==> src/design/pn2_pkg.sv <==
// ============================================================================
// pn2_pkg
// Shared constants, types and the gradient function of the 2-D noise block.
// ============================================================================
`default_nettype none

package pn2_pkg;

  // Lattice and number format
  localparam int TABLE_SIZE = 256;
  localparam int TABLE_W    = $clog2(TABLE_SIZE);
  localparam int VAL_W      = 8;
  localparam int COORD_W    = 32;
  localparam int FRAC_BITS  = 16;
  localparam int OUT_W      = 19;

  localparam int ONE  = 1 << FRAC_BITS;
  localparam int HALF = 1 << (FRAC_BITS - 1);

  // Quintic fade 6t^5 - 15t^4 + 10t^3
  localparam int FADE_C5 = 6;
  localparam int FADE_C4 = 15;
  localparam int FADE_C3 = 10;

  // Output clamp at +-3.0
  localparam int SAT_LIMIT = 3 * ONE;

  // Corner offset (signed, -1.0 .. 1.0) and gradient widths
  localparam int CW = FRAC_BITS + 1;
  localparam int GW = FRAC_BITS + 3;

  typedef enum logic {
    OP_WRITE = 1'b0,
    OP_EVAL  = 1'b1
  } pn2_op_e;

  typedef struct packed {
    logic               we;
    logic [TABLE_W-1:0] addr;
    logic [VAL_W-1:0]   data;
  } pn2_wr_t;

  typedef struct packed {
    logic [VAL_W-1:0] aa;
    logic [VAL_W-1:0] ab;
    logic [VAL_W-1:0] ba;
    logic [VAL_W-1:0] bb;
  } pn2_corner_t;

  // (+-u) + (+-2v); bit 1 of the hash swaps u and v
  function automatic logic signed [GW-1:0] grad(input logic [1:0] h,
                                                input logic signed [CW-1:0] x,
                                                input logic signed [CW-1:0] y);
    logic signed [GW-1:0] u;
    logic signed [GW-1:0] v;
    logic signed [GW-1:0] a;
    logic signed [GW-1:0] b;
    u = h[1] ? GW'(y) : GW'(x);
    v = h[1] ? GW'(x) : GW'(y);
    a = h[0] ? -u : u;
    b = h[1] ? -(v <<< 1) : (v <<< 1);
    return a + b;
  endfunction

endpackage

`default_nettype wire

==> src/design/pn2_fade.sv <==
// ============================================================================
// pn2_fade
// Three-multiplier pipeline for the quintic fade of one fraction.
// ============================================================================
`default_nettype none

module pn2_fade (
  input  wire logic                            clk_i,
  input  wire logic                            en_i,
  input  wire logic [pn2_pkg::FRAC_BITS-1:0]   f_i,
  output logic      [pn2_pkg::FRAC_BITS-1:0]   f_o,
  output logic      [pn2_pkg::FRAC_BITS:0]     s_o
);

  localparam int F   = pn2_pkg::FRAC_BITS;
  localparam int SQW = 2 * F;
  localparam int P3W = 2 * F + 1;
  localparam int QW  = F + 6;
  localparam int SPW = 2 * F + 5;
  localparam int RSW = F + 6;

  logic [F-1:0]   f0_q;
  logic [F-1:0]   f1_q;
  logic [F:0]     t2_q;
  logic [F:0]     t2_d;
  logic [F:0]     t3_q;
  logic [F:0]     t3_d;
  logic [F+3:0]   q_q;
  logic [F+3:0]   q_d;
  logic [F:0]     s_q;
  logic [F:0]     s_d;

  logic [SQW-1:0] sq;
  logic [SQW:0]   sq_r;
  logic [P3W-1:0] cu;
  logic [P3W:0]   cu_r;
  logic [QW-1:0]  q_full;
  logic [SPW-1:0] sp;
  logic [SPW:0]   sp_r;
  logic [RSW-1:0] rs;

  always_comb begin
    sq   = {{F{1'b0}}, f0_q} * {{F{1'b0}}, f0_q};
    sq_r = {1'b0, sq} + {1'b0, SQW'(pn2_pkg::HALF)};
    t2_d = sq_r[SQW:F];

    cu   = P3W'(t2_q) * P3W'(f1_q);
    cu_r = {1'b0, cu} + {1'b0, P3W'(pn2_pkg::HALF)};
    t3_d = cu_r[2*F:F];

    // wraps mod 2^QW; the true value fits as signed
    q_full = QW'(t2_q) * QW'(pn2_pkg::FADE_C5)
           - QW'(f1_q) * QW'(pn2_pkg::FADE_C4)
           + QW'(pn2_pkg::FADE_C3 * pn2_pkg::ONE);
    q_d    = q_full[QW-1] ? '0 : q_full[F+3:0];

    sp   = SPW'(t3_q) * SPW'(q_q);
    sp_r = {1'b0, sp} + {1'b0, SPW'(pn2_pkg::HALF)};
    rs   = sp_r[SPW:F];
    s_d  = (rs > RSW'(pn2_pkg::ONE)) ? (F+1)'(pn2_pkg::ONE) : rs[F:0];
  end

  always_ff @(posedge clk_i) begin
    if (en_i) begin
      f0_q <= f_i;
      f1_q <= f0_q;
      t2_q <= t2_d;
      t3_q <= t3_d;
      q_q  <= q_d;
      s_q  <= s_d;
    end
  end

  assign f_o = f1_q;
  assign s_o = s_q;

endmodule

`default_nettype wire

==> config.mk <==
export PLATFORM = sky130hd
export DESIGN_NAME = pn2_fade
export DESIGN_NICKNAME = d
export VERILOG_FILES = /design/src/design/pn2_pkg.sv /design/src/design/pn2_fade.sv
export SDC_FILE = /design/constraint.sdc
export NUM_CORES = 2
export LEC_CHECK = 0
export ABC_CLOCK_PERIOD_IN_PS = 8200
export BUFFER_PORTS_ARGS = -buffer_cell sky130_fd_sc_hd__buf_4
export CORE_MARGIN = 1.5
export CORE_UTILIZATION = 39
export DETAILED_ROUTE_END_ITERATION = 12
export PLACE_DENSITY = 0.52
export SLEW_MARGIN = 10
export SYNTH_ARGS = -nofsm -noshare
export SYNTH_HDL_FRONTEND = slang
export SYNTH_SLANG_ARGS = --single-unit
export TNS_END_PERCENT = 30
==> constraint.sdc <==
create_clock -name clk_i -period 8.2 [get_ports clk_i]
set_input_delay 0.41 -clock clk_i [delete_from_list [all_inputs] [get_ports clk_i]]
set_output_delay 0.41 -clock clk_i [all_outputs]
set_load 0.02 [all_outputs]
==> qor.yml <==
global_route:
  grt_pass1_wl_microns: 131000
  overflow: 0
  grt_pass1_vias: 24550
  antenna_found_initial: 0
  grt_max_degree: 61
  grtUsageTotal: 0.1956
final_layout:
  seqCellArea_sq_um: 3093
  layout-drive-gt1-share: 0.05263
  fill_cells: 8426
  final_area_sq_um: 35110
  multi_input_comb_area_sq_um: 26040
  area_delta_synth_final_pct: 6.822
  fin_nets: 4619
floorplan:
  row_count: 106
  start_util: 0.3934
  die_w_microns: 293.3
  die_h_microns: 293.3
  core_area_sq_um: 83560
  die_area_sq_um: 86020
  pin_count: 51
sta:
  fin_crit_sh: 0.9525
  rsz0062_at_grt: "no"
  fin_skew_ns: 0.02553
  fin_crit_ns: 7.811
  worst_hold_slack_ns: 0.1640
  fin_setup_tns_ns: 0
  hold_violations: 0
  slew_headroom: 0.3555
  finalSetupViolations: 0
  finalWorstSetupSlack_ns: 0.3893
  slew_viol_final: 0
  worst_pin_slew_ns: 0.9667
  fmax_mhz: 128.0
detailed_routing:
  dr.pass1.iters: 5
  avgViaCountPerCell: 4.866
  drc: 0
  drtAntennaViolNets: 0
  wirelength_microns: 79300
  vias: 22370
  wl_per_cell_microns: 17.25
  drtIter0Drc: 1021
logic_synthesis:
  synth_edf_count: 103
  synth.avg_cell_area_sq_um: 9.450
  seq_area_frac_synth: 0.09411
  yosysTopAreaCellShare: 0.4172
  synth_cells: 3478
  synthTopCellsByArea: "fa_1, ha_1, inv_1"
  synthesis.nets: 4587
  synth_seq_cells: 103
  synth_cell_type_count: 72
  async_flop_share: 0
  synth_most_common_cell: "inv_1"
  yosysWarnings: 0
  synth-main-ff-cell: "edfxtp_1"
  synth_area_leader_cell: "fa_1"
  synth_area_sq_um: 32870
  synth_common_cells: "inv_1, fa_1, ha_1, nand2_1, and2_1"
placement:
  postPlaceCellArea_sq_um: 34760
  portBuffers: 50
  dp.final_hpwl_microns: 66390
  place_ws_ns: 0.3412
  gp_congestion: 0.8177
job:
  drv_cap: 0
worst_setup_path:
  worst-path-buf-inv: 4
  cp-start-kind: "register"
  slowest_stage: "o41a_1"
  crit_path_end_kind: "register"
  required_ns: 8.43
  cp_max_fo: 12
  crit_path_frequent_cell: "fa_1"
  crit_type: "reg -> reg"
  cpPeakStageDelay_ns: 0.67
  path_cells: "buf_4 > nand2_1 > fa_1 > fa_1 > fa_1 > inv_1 > fa_1 > fa_1 > inv_1 > fa_1 > inv_1 > ha_1 > and3_1 > nand4_1 > o211a_1 > or4_1 > o211ai_1 > xnor2_1 > or4b_1 > o41a_1 > nor4b_2"
  cp_top_family: "adder cells"
  critPathArrivalTime_ns: 8.05
clocking:
  path_clk_slew_ns: 0.11
  clk_path_buf_depth: 2
  cts_resized: 0
  clock-root-buffer: "clkbuf_16"
  h-tree-depth: 3
  cts_num_sinks: 103
  postCtsHoldBufs: 0
  cts_tree: "done"
  clock_latency_ns: 0.41
  cts_setup_buffers: 0
  cts_buffers: 9
hold_path:
  hold_class: "in -> reg"
outcome:
  status: "finished clean"
==> metrics by stage <==
step	cells	util
after detailed placement	4574	0.4160
final	4596	0.4202
after floorplan	3478	-
after global placement	4574	0.4160
after CTS	4590	0.4197
after global routing	4595	0.4202
==> worst paths after layout <==
| path | start | end | slack [ns] | depth (start not counted) |
|---|---|---|---|---|
| min reg2reg | f0_q[12] | f_o[12] | 0.76 | 0 |
| max reg2reg | t3_q[2] | s_o[9] | 0.39 | 21 |
| max | t3_q[2] | s_o[9] | 0.39 | 21 |
| min | f_i[3] | f0_q[3] | 0.16 | 1 |
==> state kept, by name, summed over array words and instances (netlist names) <==
signal  count
f0_q       16
f_o        16
q_q        20
s_o        17
t2_q       17
t3_q       17
==> layout by cell type, fill, tap and decap left out, types with 6 or more instances in the layout <==
cell type,Yosys,routed
a31oi_1,11,11
ha_1,406,406
buf_4,0,136
a211oi_1,6,6
nand4_1,13,13
nand2_1,390,390
nor3_1,28,28
edfxtp_1,103,103
and4_1,6,6
or2_2,10,10
xnor2_1,41,41
a21oi_1,72,72
o21bai_1,7,7
nand2b_1,10,10
o21a_1,16,16
xor2_1,33,33
nor2b_1,17,17
nand3_1,18,18
and2_1,358,358
fa_1,685,685
a21o_1,29,29
nor2_1,83,83
o211ai_1,6,6
inv_1,876,876
clkbuf_16,0,9
and3_1,12,12
o21ai_0,31,31
==> area by class of cell <==
class | instances | share of cell area
clock inverters | 7 | 0.002423
multi-input cells | 2384 | 0.7418
clock buffers | 9 | 0.006415
diodes | 1 | 0.00007128
flip-flops and latches | 103 | 0.08810
inverters | 876 | 0.09366
well taps | 1080 | 0.03849
repair buffers | 136 | 0.02908
==> cells by family (layout without fill, tap and decap cells) <==
logic type / Yosys count / count (layout) / share of synthesized area
AO/OA/AOI/OAI: 240 / 240 / 0.04915
buffers and inverters: 991 / 1028 / 0.1135
XOR/XNOR: 74 / 74 / 0.01972
multiplexers: 3 / 3 / 0.0009898
other: 0 / 1 / 0
adder cells (fa/ha/maj): 1091 / 1091 / 0.5718
flip-flops: 103 / 103 / 0.09411
AND/OR/NAND/NOR: 976 / 976 / 0.1507
==> per-layer routing <==
layer	part of all wire	routed length (microns)	vias to the layer above	global-route usage
li1	-	-	10540	-
met1	0.46	36120	11470	0.2590
met2	0.50	39800	298	0.3512
met3	0.026	2066	57	0.01377
met4	0.016	1308	0	0.04061
met5	0	0	-	0
Power is not shown: default switching activity piles up to over one toggle a cycle in this logic, so the estimate is an artifact.
