## src/design/pn2_pkg.sv

```systemverilog
// ============================================================================
// pn2_pkg
// Shared constants, types and the gradient function of the 2-D noise block.
// ============================================================================
`default_nettype none

package pn2_pkg;

  // Lattice and number format
  localparam int TABLE_SIZE = 256;
  localparam int TABLE_W    = $clog2(TABLE_SIZE);
  localparam int VAL_W      = 8;
  localparam int COORD_W    = 32;
  localparam int FRAC_BITS  = 16;
  localparam int OUT_W      = 19;

  localparam int ONE  = 1 << FRAC_BITS;
  localparam int HALF = 1 << (FRAC_BITS - 1);

  // Quintic fade 6t^5 - 15t^4 + 10t^3
  localparam int FADE_C5 = 6;
  localparam int FADE_C4 = 15;
  localparam int FADE_C3 = 10;

  // Output clamp at +-3.0
  localparam int SAT_LIMIT = 3 * ONE;

  // Corner offset (signed, -1.0 .. 1.0) and gradient widths
  localparam int CW = FRAC_BITS + 1;
  localparam int GW = FRAC_BITS + 3;

  typedef enum logic {
    OP_WRITE = 1'b0,
    OP_EVAL  = 1'b1
  } pn2_op_e;

  typedef struct packed {
    logic               we;
    logic [TABLE_W-1:0] addr;
    logic [VAL_W-1:0]   data;
  } pn2_wr_t;

  typedef struct packed {
    logic [VAL_W-1:0] aa;
    logic [VAL_W-1:0] ab;
    logic [VAL_W-1:0] ba;
    logic [VAL_W-1:0] bb;
  } pn2_corner_t;

  // (+-u) + (+-2v); bit 1 of the hash swaps u and v
  function automatic logic signed [GW-1:0] grad(input logic [1:0] h,
                                                input logic signed [CW-1:0] x,
                                                input logic signed [CW-1:0] y);
    logic signed [GW-1:0] u;
    logic signed [GW-1:0] v;
    logic signed [GW-1:0] a;
    logic signed [GW-1:0] b;
    u = h[1] ? GW'(y) : GW'(x);
    v = h[1] ? GW'(x) : GW'(y);
    a = h[0] ? -u : u;
    b = h[1] ? -(v <<< 1) : (v <<< 1);
    return a + b;
  endfunction

endpackage

`default_nettype wire

```

## src/design/pn2_blend.sv

```systemverilog
// ============================================================================
// pn2_blend
// Corner gradients, two-level bilinear blend and output clamp.
// ============================================================================
`default_nettype none

module pn2_blend (
  input  wire logic                                 clk_i,
  input  wire logic                                 en_i,
  input  wire logic [pn2_pkg::FRAC_BITS-1:0]        xf_i,
  input  wire logic [pn2_pkg::FRAC_BITS-1:0]        yf_i,
  input  wire pn2_pkg::pn2_corner_t                 corner_i,
  input  wire logic [pn2_pkg::FRAC_BITS:0]          su_i,
  input  wire logic [pn2_pkg::FRAC_BITS:0]          sv_i,
  output logic signed [pn2_pkg::OUT_W-1:0]          noise_o
);

  localparam int F   = pn2_pkg::FRAC_BITS;
  localparam int CW  = pn2_pkg::CW;
  localparam int GW  = pn2_pkg::GW;
  localparam int DW  = F + 4;          // first-level difference
  localparam int PW  = 2 * F + 6;      // first-level product
  localparam int BW  = F + 4;          // first-level blend result
  localparam int EW  = F + 5;          // second-level difference
  localparam int PW2 = 2 * F + 7;      // second-level product
  localparam int RW  = F + 7;          // final sum
  localparam int XW  = RW + pn2_pkg::OUT_W;

  logic signed [CW-1:0]  x0;
  logic signed [CW-1:0]  x1;
  logic signed [CW-1:0]  y0;
  logic signed [CW-1:0]  y1;

  logic signed [GW-1:0]  g_aa_q, g_ab_q, g_ba_q, g_bb_q;
  logic signed [DW-1:0]  d0_q, d1_q;
  logic signed [GW-1:0]  a0_3_q, a1_3_q, a0_4_q, a1_4_q;
  logic signed [PW-1:0]  p0_q, p1_q;
  logic [F:0]            sv4_q, sv5_q, sv6_q;
  logic signed [BW-1:0]  g0_q, g1_q, g0_6_q, g0_7_q;
  logic signed [EW-1:0]  dd_q;
  logic signed [PW2-1:0] p_q;
  logic signed [pn2_pkg::OUT_W-1:0] noise_q;

  logic signed [PW-1:0]  r0, r1;
  logic signed [BW-1:0]  g0_d, g1_d;
  logic signed [PW2-1:0] r2;
  logic signed [RW-1:0]  rr;
  logic signed [RW-1:0]  sat;
  logic signed [XW-1:0]  ext;

  assign x0 = $signed({1'b0, xf_i});
  assign y0 = $signed({1'b0, yf_i});
  assign x1 = x0 - CW'(pn2_pkg::ONE);
  assign y1 = y0 - CW'(pn2_pkg::ONE);

  always_comb begin
    r0   = (p0_q + PW'(pn2_pkg::HALF)) >>> F;
    r1   = (p1_q + PW'(pn2_pkg::HALF)) >>> F;
    g0_d = BW'(a0_4_q) + $signed(r0[BW-1:0]);
    g1_d = BW'(a1_4_q) + $signed(r1[BW-1:0]);

    r2 = (p_q + PW2'(pn2_pkg::HALF)) >>> F;
    rr = RW'(g0_7_q) + $signed(r2[RW-1:0]);
    priority if (rr > RW'(pn2_pkg::SAT_LIMIT)) begin
      sat = RW'(pn2_pkg::SAT_LIMIT);
    end else if (rr < -RW'(pn2_pkg::SAT_LIMIT)) begin
      sat = -RW'(pn2_pkg::SAT_LIMIT);
    end else begin
      sat = rr;
    end
    ext = XW'(sat);
  end

  always_ff @(posedge clk_i) begin
    if (en_i) begin
      // gradients
      g_aa_q <= pn2_pkg::grad(corner_i.aa[1:0], x0, y0);
      g_ba_q <= pn2_pkg::grad(corner_i.ba[1:0], x1, y0);
      g_ab_q <= pn2_pkg::grad(corner_i.ab[1:0], x0, y1);
      g_bb_q <= pn2_pkg::grad(corner_i.bb[1:0], x1, y1);
      // differences along x
      d0_q   <= DW'(g_ba_q) - DW'(g_aa_q);
      d1_q   <= DW'(g_bb_q) - DW'(g_ab_q);
      a0_3_q <= g_aa_q;
      a1_3_q <= g_ab_q;
      // x blend products; su arrives here
      p0_q   <= PW'($signed({1'b0, su_i})) * PW'(d0_q);
      p1_q   <= PW'($signed({1'b0, su_i})) * PW'(d1_q);
      a0_4_q <= a0_3_q;
      a1_4_q <= a1_3_q;
      sv4_q  <= sv_i;
      // x blend results
      g0_q   <= g0_d;
      g1_q   <= g1_d;
      sv5_q  <= sv4_q;
      // difference along y
      dd_q   <= EW'(g1_q) - EW'(g0_q);
      g0_6_q <= g0_q;
      sv6_q  <= sv5_q;
      // y blend product
      p_q    <= PW2'($signed({1'b0, sv6_q})) * PW2'(dd_q);
      g0_7_q <= g0_6_q;
      // clamped result
      noise_q <= ext[pn2_pkg::OUT_W-1:0];
    end
  end

  assign noise_o = noise_q;

endmodule

`default_nettype wire

```

## config.mk

```make
export PLATFORM = sky130hd
export DESIGN_NAME = pn2_blend
export DESIGN_NICKNAME = d
export VERILOG_FILES = /design/src/design/pn2_pkg.sv /design/src/design/pn2_blend.sv
export SDC_FILE = /design/constraint.sdc
export NUM_CORES = 2
export LEC_CHECK = 0
export ABC_AREA = 0
export BUFFER_PORTS_ARGS = -buffer_cell sky130_fd_sc_hd__buf_2
export CORE_ASPECT_RATIO = 1.4
export CORE_MARGIN = 5
export CORE_UTILIZATION = 40
export CTS_BUF_LIST = sky130_fd_sc_hd__clkbuf_16
export CTS_CLUSTER_DIAMETER = 60
export DETAILED_ROUTE_END_ITERATION = 10
export PLACE_DENSITY = 0.56
export SLEW_MARGIN = 20
export SYNTH_ARGS = -nofsm -noshare
export SYNTH_HDL_FRONTEND = slang
export SYNTH_SLANG_ARGS = --single-unit
```

## constraint.sdc

```tcl
create_clock -name clk_i -period 24.2 [get_ports clk_i]
set_input_delay 4.84 -clock clk_i [delete_from_list [all_inputs] [get_ports clk_i]]
set_output_delay 4.84 -clock clk_i [all_outputs]
set_load 0.005 [all_outputs]
```

==> impl_metrics.sql <==
INSERT INTO impl_metrics (metric_group, metric, value, unit) VALUES
('worst_hold_path', 'cell_count_of_the_worst_hold_path', '0', ''),
('clock_tree', 'cts_inserted_buffers', '57', ''),
('timing', 'finalCriticalPeriod', '11.47', 'ns'),
('setup_path', 'cp.required', '24.63', 'ns'),
('timing', 'max_slew_margin', '17.8', '%'),
('timing', 'rsz0062_at_grt', 'no', ''),
('place', 'count_of_input_and_output_buffers', '94', ''),
('die', 'core_area', '0.156', 'mm2'),
('layout', 'num-nets-final', '7996', ''),
('route', 'route.final.wire_length', '159000', 'um'),
('route', 'route.vias.total', '43200', ''),
('timing', 'clock.fmax', '87.2', 'MHz'),
('synth', 'syn-cell-area', '0.0627', 'mm2'),
('global_routing', 'grt_antenna_before_repair', '22', ''),
('route', 'post_drt_via_cell_ratio', '5.04', ''),
('clock_tree', 'worst_skew_pair.late_latency', '0.69', 'ns'),
('synth', 'netlist_instances', '6445', ''),
('synth', 'synthesis.area_per_instance', '9.73', 'um2'),
('clock_tree', 'clock_path_buffers', '3', ''),
('global_routing', 'grt_usage', '19.6', '%'),
('global_routing', 'grt_start_max_net_pins', '80', ''),
('global_routing', 'gr-total-overflow', '0', ''),
('synth', 'synth_seq_cells', '429', ''),
('route', 'final_antenna_net_count', '0', ''),
('die', 'placementRows', '172', ''),
('clock_tree', 'root_buffer', 'sky130_fd_sc_hd__clkbuf_16', ''),
('setup_path', 'startpoint_type', 'input pin', ''),
('clock_tree', 'path_clk_slew', '0.06', 'ns'),
('timing', 'hold_violations', '0', ''),
('synth', 'synth.yosys.seq_area_share', '20.6', '%'),
('layout', 'areaGrowthSynthToFinish', '7.34', '%'),
('route', 'drtIter0Drc', '1666', ''),
('clock_tree', 'cts_max_level', '2', ''),
('timing', 'tns', '0', 'ns'),
('layout', 'drive_gt1_share', '5.62', '%'),
('timing', 'setup_viol', '0', ''),
('synth', 'ys.flop_type', 'sky130_fd_sc_hd__edfxtp_1', ''),
('clock_tree', 'cts.repair_timing.setup_buffer_count', '0', ''),
('clock_tree', 'cts_tree', 'built', ''),
('run_status', 'outcome', 'complete, no violations', ''),
('setup_path', 'worstPathArrival', '11.90', 'ns'),
('die', 'dieArea', '0.165', 'mm2'),
('setup_path', 'crit_fanout', '38', ''),
('timing', 'timing.final.crit_share', '47.4', '%'),
('die', 'chipHeight', '478', 'um'),
('die', 'die_w', '345', 'um'),
('global_routing', 'first_global_vias', '47700', ''),
('synth', 'asyncSetResetFlopFracSynth', '0', '%'),
('die', 'floorplan.io_pins', '119', ''),
('timing', 'worst_pin_slew', '1.23', 'ns'),
('place', 'detailed_place_hpwl', '124000', 'um'),
('worst_hold_path', 'hp_class', 'flop to flop', ''),
('synth', 'synth_warnings', '0', ''),
('timing', 'count_of_final_max_slew_check_failures', '0', ''),
('synth', 'synth.net_count', '8025', ''),
('die', 'start_util', '40.1', '%'),
('run', 'maxCapViolCount', '0', ''),
('place', 'gpl.final_weighted_congestion', '0.880', ''),
('global_routing', 'grt_pass1_wl', '254000', 'um'),
('clock_tree', 'postCtsResizedCells', '0', ''),
('route', 'drt-pass1-iter-count', '5', ''),
('timing', 'timing.clock.skew', '0.0625', 'ns'),
('setup_path', 'critical_path_class', 'input pin to flop', ''),
('clock_tree', 'clock_sink_count', '429', ''),
('synth', 'yosysUniqueCellTypes', '87', ''),
('synth', 'synth_enable_flop_cells', '429', ''),
('setup_path', 'worst_setup_path_end_kind', 'flop', ''),
('clock_tree', 'cts-hold-fix-buffers', '0', ''),
('place', 'total_instance_count_after_detailed_placement', '8443', ''),
('route', 'drt-wirelength-per-cell', '18.6', 'um'),
('layout', 'final-instance-count-excl-fill', '8561', ''),
('route', 'post_detailed_route_drc_marker_count', '0', ''),
('setup_path', 'worst-r2r-cell-count', '22', '');
## state kept, by name, summed over array words and instances, names as in the netlist, 20 cells and up
| name | count |
|---|---|
| p_q | 24 |
| g0_7_q | 20 |
| p1_q | 21 |
| p0_q | 21 |
| d0_q | 20 |
| dd_q | 21 |
| g0_q | 20 |
| d1_q | 20 |
| g1_q | 20 |
| g0_6_q | 20 |
## path summary, 6_finish.rpt
kind                   from  slack, ns   endpoint
setup / recovery    su_i[0]      12.73   p1_q[35]
hold / removal    a0_3_q[0]       0.42  a0_4_q[0]
setup reg to reg    d0_q[5]      16.72   p0_q[35]
hold reg to reg   a0_3_q[0]       0.42  a0_4_q[0]
## layout make-up
cell class | instances | area [um2]
well taps | 2088 | 2610
multi-input cells | 4457 | 43900
fillers | 15300 | 89200
clock buffers | 57 | 1430
flip-flops and latches | 429 | 12900
repair buffers | 154 | 946
clock inverters | 50 | 517
diodes | 9 | 22.5
inverters | 1317 | 4940
## cells in the final DEF (no fill, tap or decap), types with 94 or more instances in the layout
cell and count:
sky130_fd_sc_hd__fa_1 1018, sky130_fd_sc_hd__nand2_1 764, sky130_fd_sc_hd__nor3_1 94, sky130_fd_sc_hd__nor2_1 235, sky130_fd_sc_hd__inv_1 1323, sky130_fd_sc_hd__edfxtp_1 429
sky130_fd_sc_hd__ha_1 462, sky130_fd_sc_hd__and2_1 457, sky130_fd_sc_hd__a21oi_1 154, sky130_fd_sc_hd__xnor2_1 285, sky130_fd_sc_hd__xor2_1 129, sky130_fd_sc_hd__o21ai_0 121
## cell usage after synthesis (14+ instances only)
cell	n	area share (%)
sky130_fd_sc_hd__nor3_1	94	0.75
sky130_fd_sc_hd__o211ai_1	15	0.18
sky130_fd_sc_hd__or3_1	28	0.28
sky130_fd_sc_hd__xor2_1	129	1.8
sky130_fd_sc_hd__a211oi_1	19	0.23
sky130_fd_sc_hd__nand3_1	81	0.65
sky130_fd_sc_hd__or2_2	22	0.22
sky130_fd_sc_hd__mux2i_1	62	0.99
sky130_fd_sc_hd__ha_1	462	9.2
sky130_fd_sc_hd__a31oi_1	20	0.20
sky130_fd_sc_hd__and2_1	457	4.6
sky130_fd_sc_hd__inv_1	1317	7.9
sky130_fd_sc_hd__nor2_1	235	1.4
sky130_fd_sc_hd__nand2_1	764	4.6
sky130_fd_sc_hd__o21a_1	35	0.42
sky130_fd_sc_hd__o21ai_0	121	0.97
sky130_fd_sc_hd__clkbuf_1	217	1.3
sky130_fd_sc_hd__nor2b_1	65	0.65
sky130_fd_sc_hd__a21o_1	54	0.65
sky130_fd_sc_hd__nand2b_1	24	0.24
sky130_fd_sc_hd__buf_1	17	0.10
sky130_fd_sc_hd__mux2_2	69	1.2
sky130_fd_sc_hd__fa_1	1018	33
sky130_fd_sc_hd__edfxtp_1	429	21
sky130_fd_sc_hd__xnor2_1	285	4.0
sky130_fd_sc_hd__o21bai_1	24	0.29
sky130_fd_sc_hd__and3_1	41	0.41
sky130_fd_sc_hd__a21boi_0	14	0.17
sky130_fd_sc_hd__a21oi_1	154	1.2
## layer usage
| layer | wire length, um | global-route usage, % | vias up |
|---|---|---|---|
| met1 | 59100 | 21.3 | 21900 |
| met3 | 5530 | 2.07 | 382 |
| met4 | 7000 | 7.83 | 10 |
| met2 | 87400 | 38.4 | 903 |
| li1 | - | - | 20000 |
| met5 | 68 | 0 | - |
## per-stage QoR
stage | area [um2] | hold slack, ns | utilization, % | worst slack, ns
floorplan | 62700 | 0.400 | - | 13.18
global route | 67300 | 0.420 | 43.0 | 12.45
CTS | 67200 | 0.418 | 43.0 | 12.65
detailed placement | 65300 | 0.406 | 41.7 | 11.91
global placement | 65300 | 0.403 | 41.7 | 11.96
finish | 67300 | 0.418 | 43.0 | 12.73
## worst max-delay path, stage by stage
cell                        delay (ns)
sky130_fd_sc_hd__buf_2            0.76
sky130_fd_sc_hd__nand2_1          0.32
sky130_fd_sc_hd__inv_1            0.17
sky130_fd_sc_hd__fa_1             0.55
sky130_fd_sc_hd__fa_1             0.97
sky130_fd_sc_hd__inv_1            0.32
sky130_fd_sc_hd__fa_1             0.55
sky130_fd_sc_hd__inv_1            0.05
sky130_fd_sc_hd__fa_1             0.53
sky130_fd_sc_hd__inv_1            0.06
sky130_fd_sc_hd__fa_1             0.48
sky130_fd_sc_hd__inv_1            0.04
sky130_fd_sc_hd__ha_1             0.32
sky130_fd_sc_hd__a21o_1           0.19
sky130_fd_sc_hd__a21o_1           0.19
sky130_fd_sc_hd__a211oi_1         0.55
sky130_fd_sc_hd__a2bb2oi_1        0.29
sky130_fd_sc_hd__o211a_1          0.21
sky130_fd_sc_hd__nor4b_1          0.07
sky130_fd_sc_hd__o21a_1           0.19
sky130_fd_sc_hd__nor2_1           0.12
sky130_fd_sc_hd__xnor2_1          0.08
## logic make-up after synthesis
kind of cell / share of synthesized area, %
compound gates: 5.89
xor+xnor: 5.78
fa+ha+maj: 41.7
buf+inv: 9.36
flops: 20.6
mux: 2.23
simple gates: 14.4
Power is left out: the tool's default activity adds up to more than one toggle a clock period on the data nets, which glitch-free logic cannot reach.
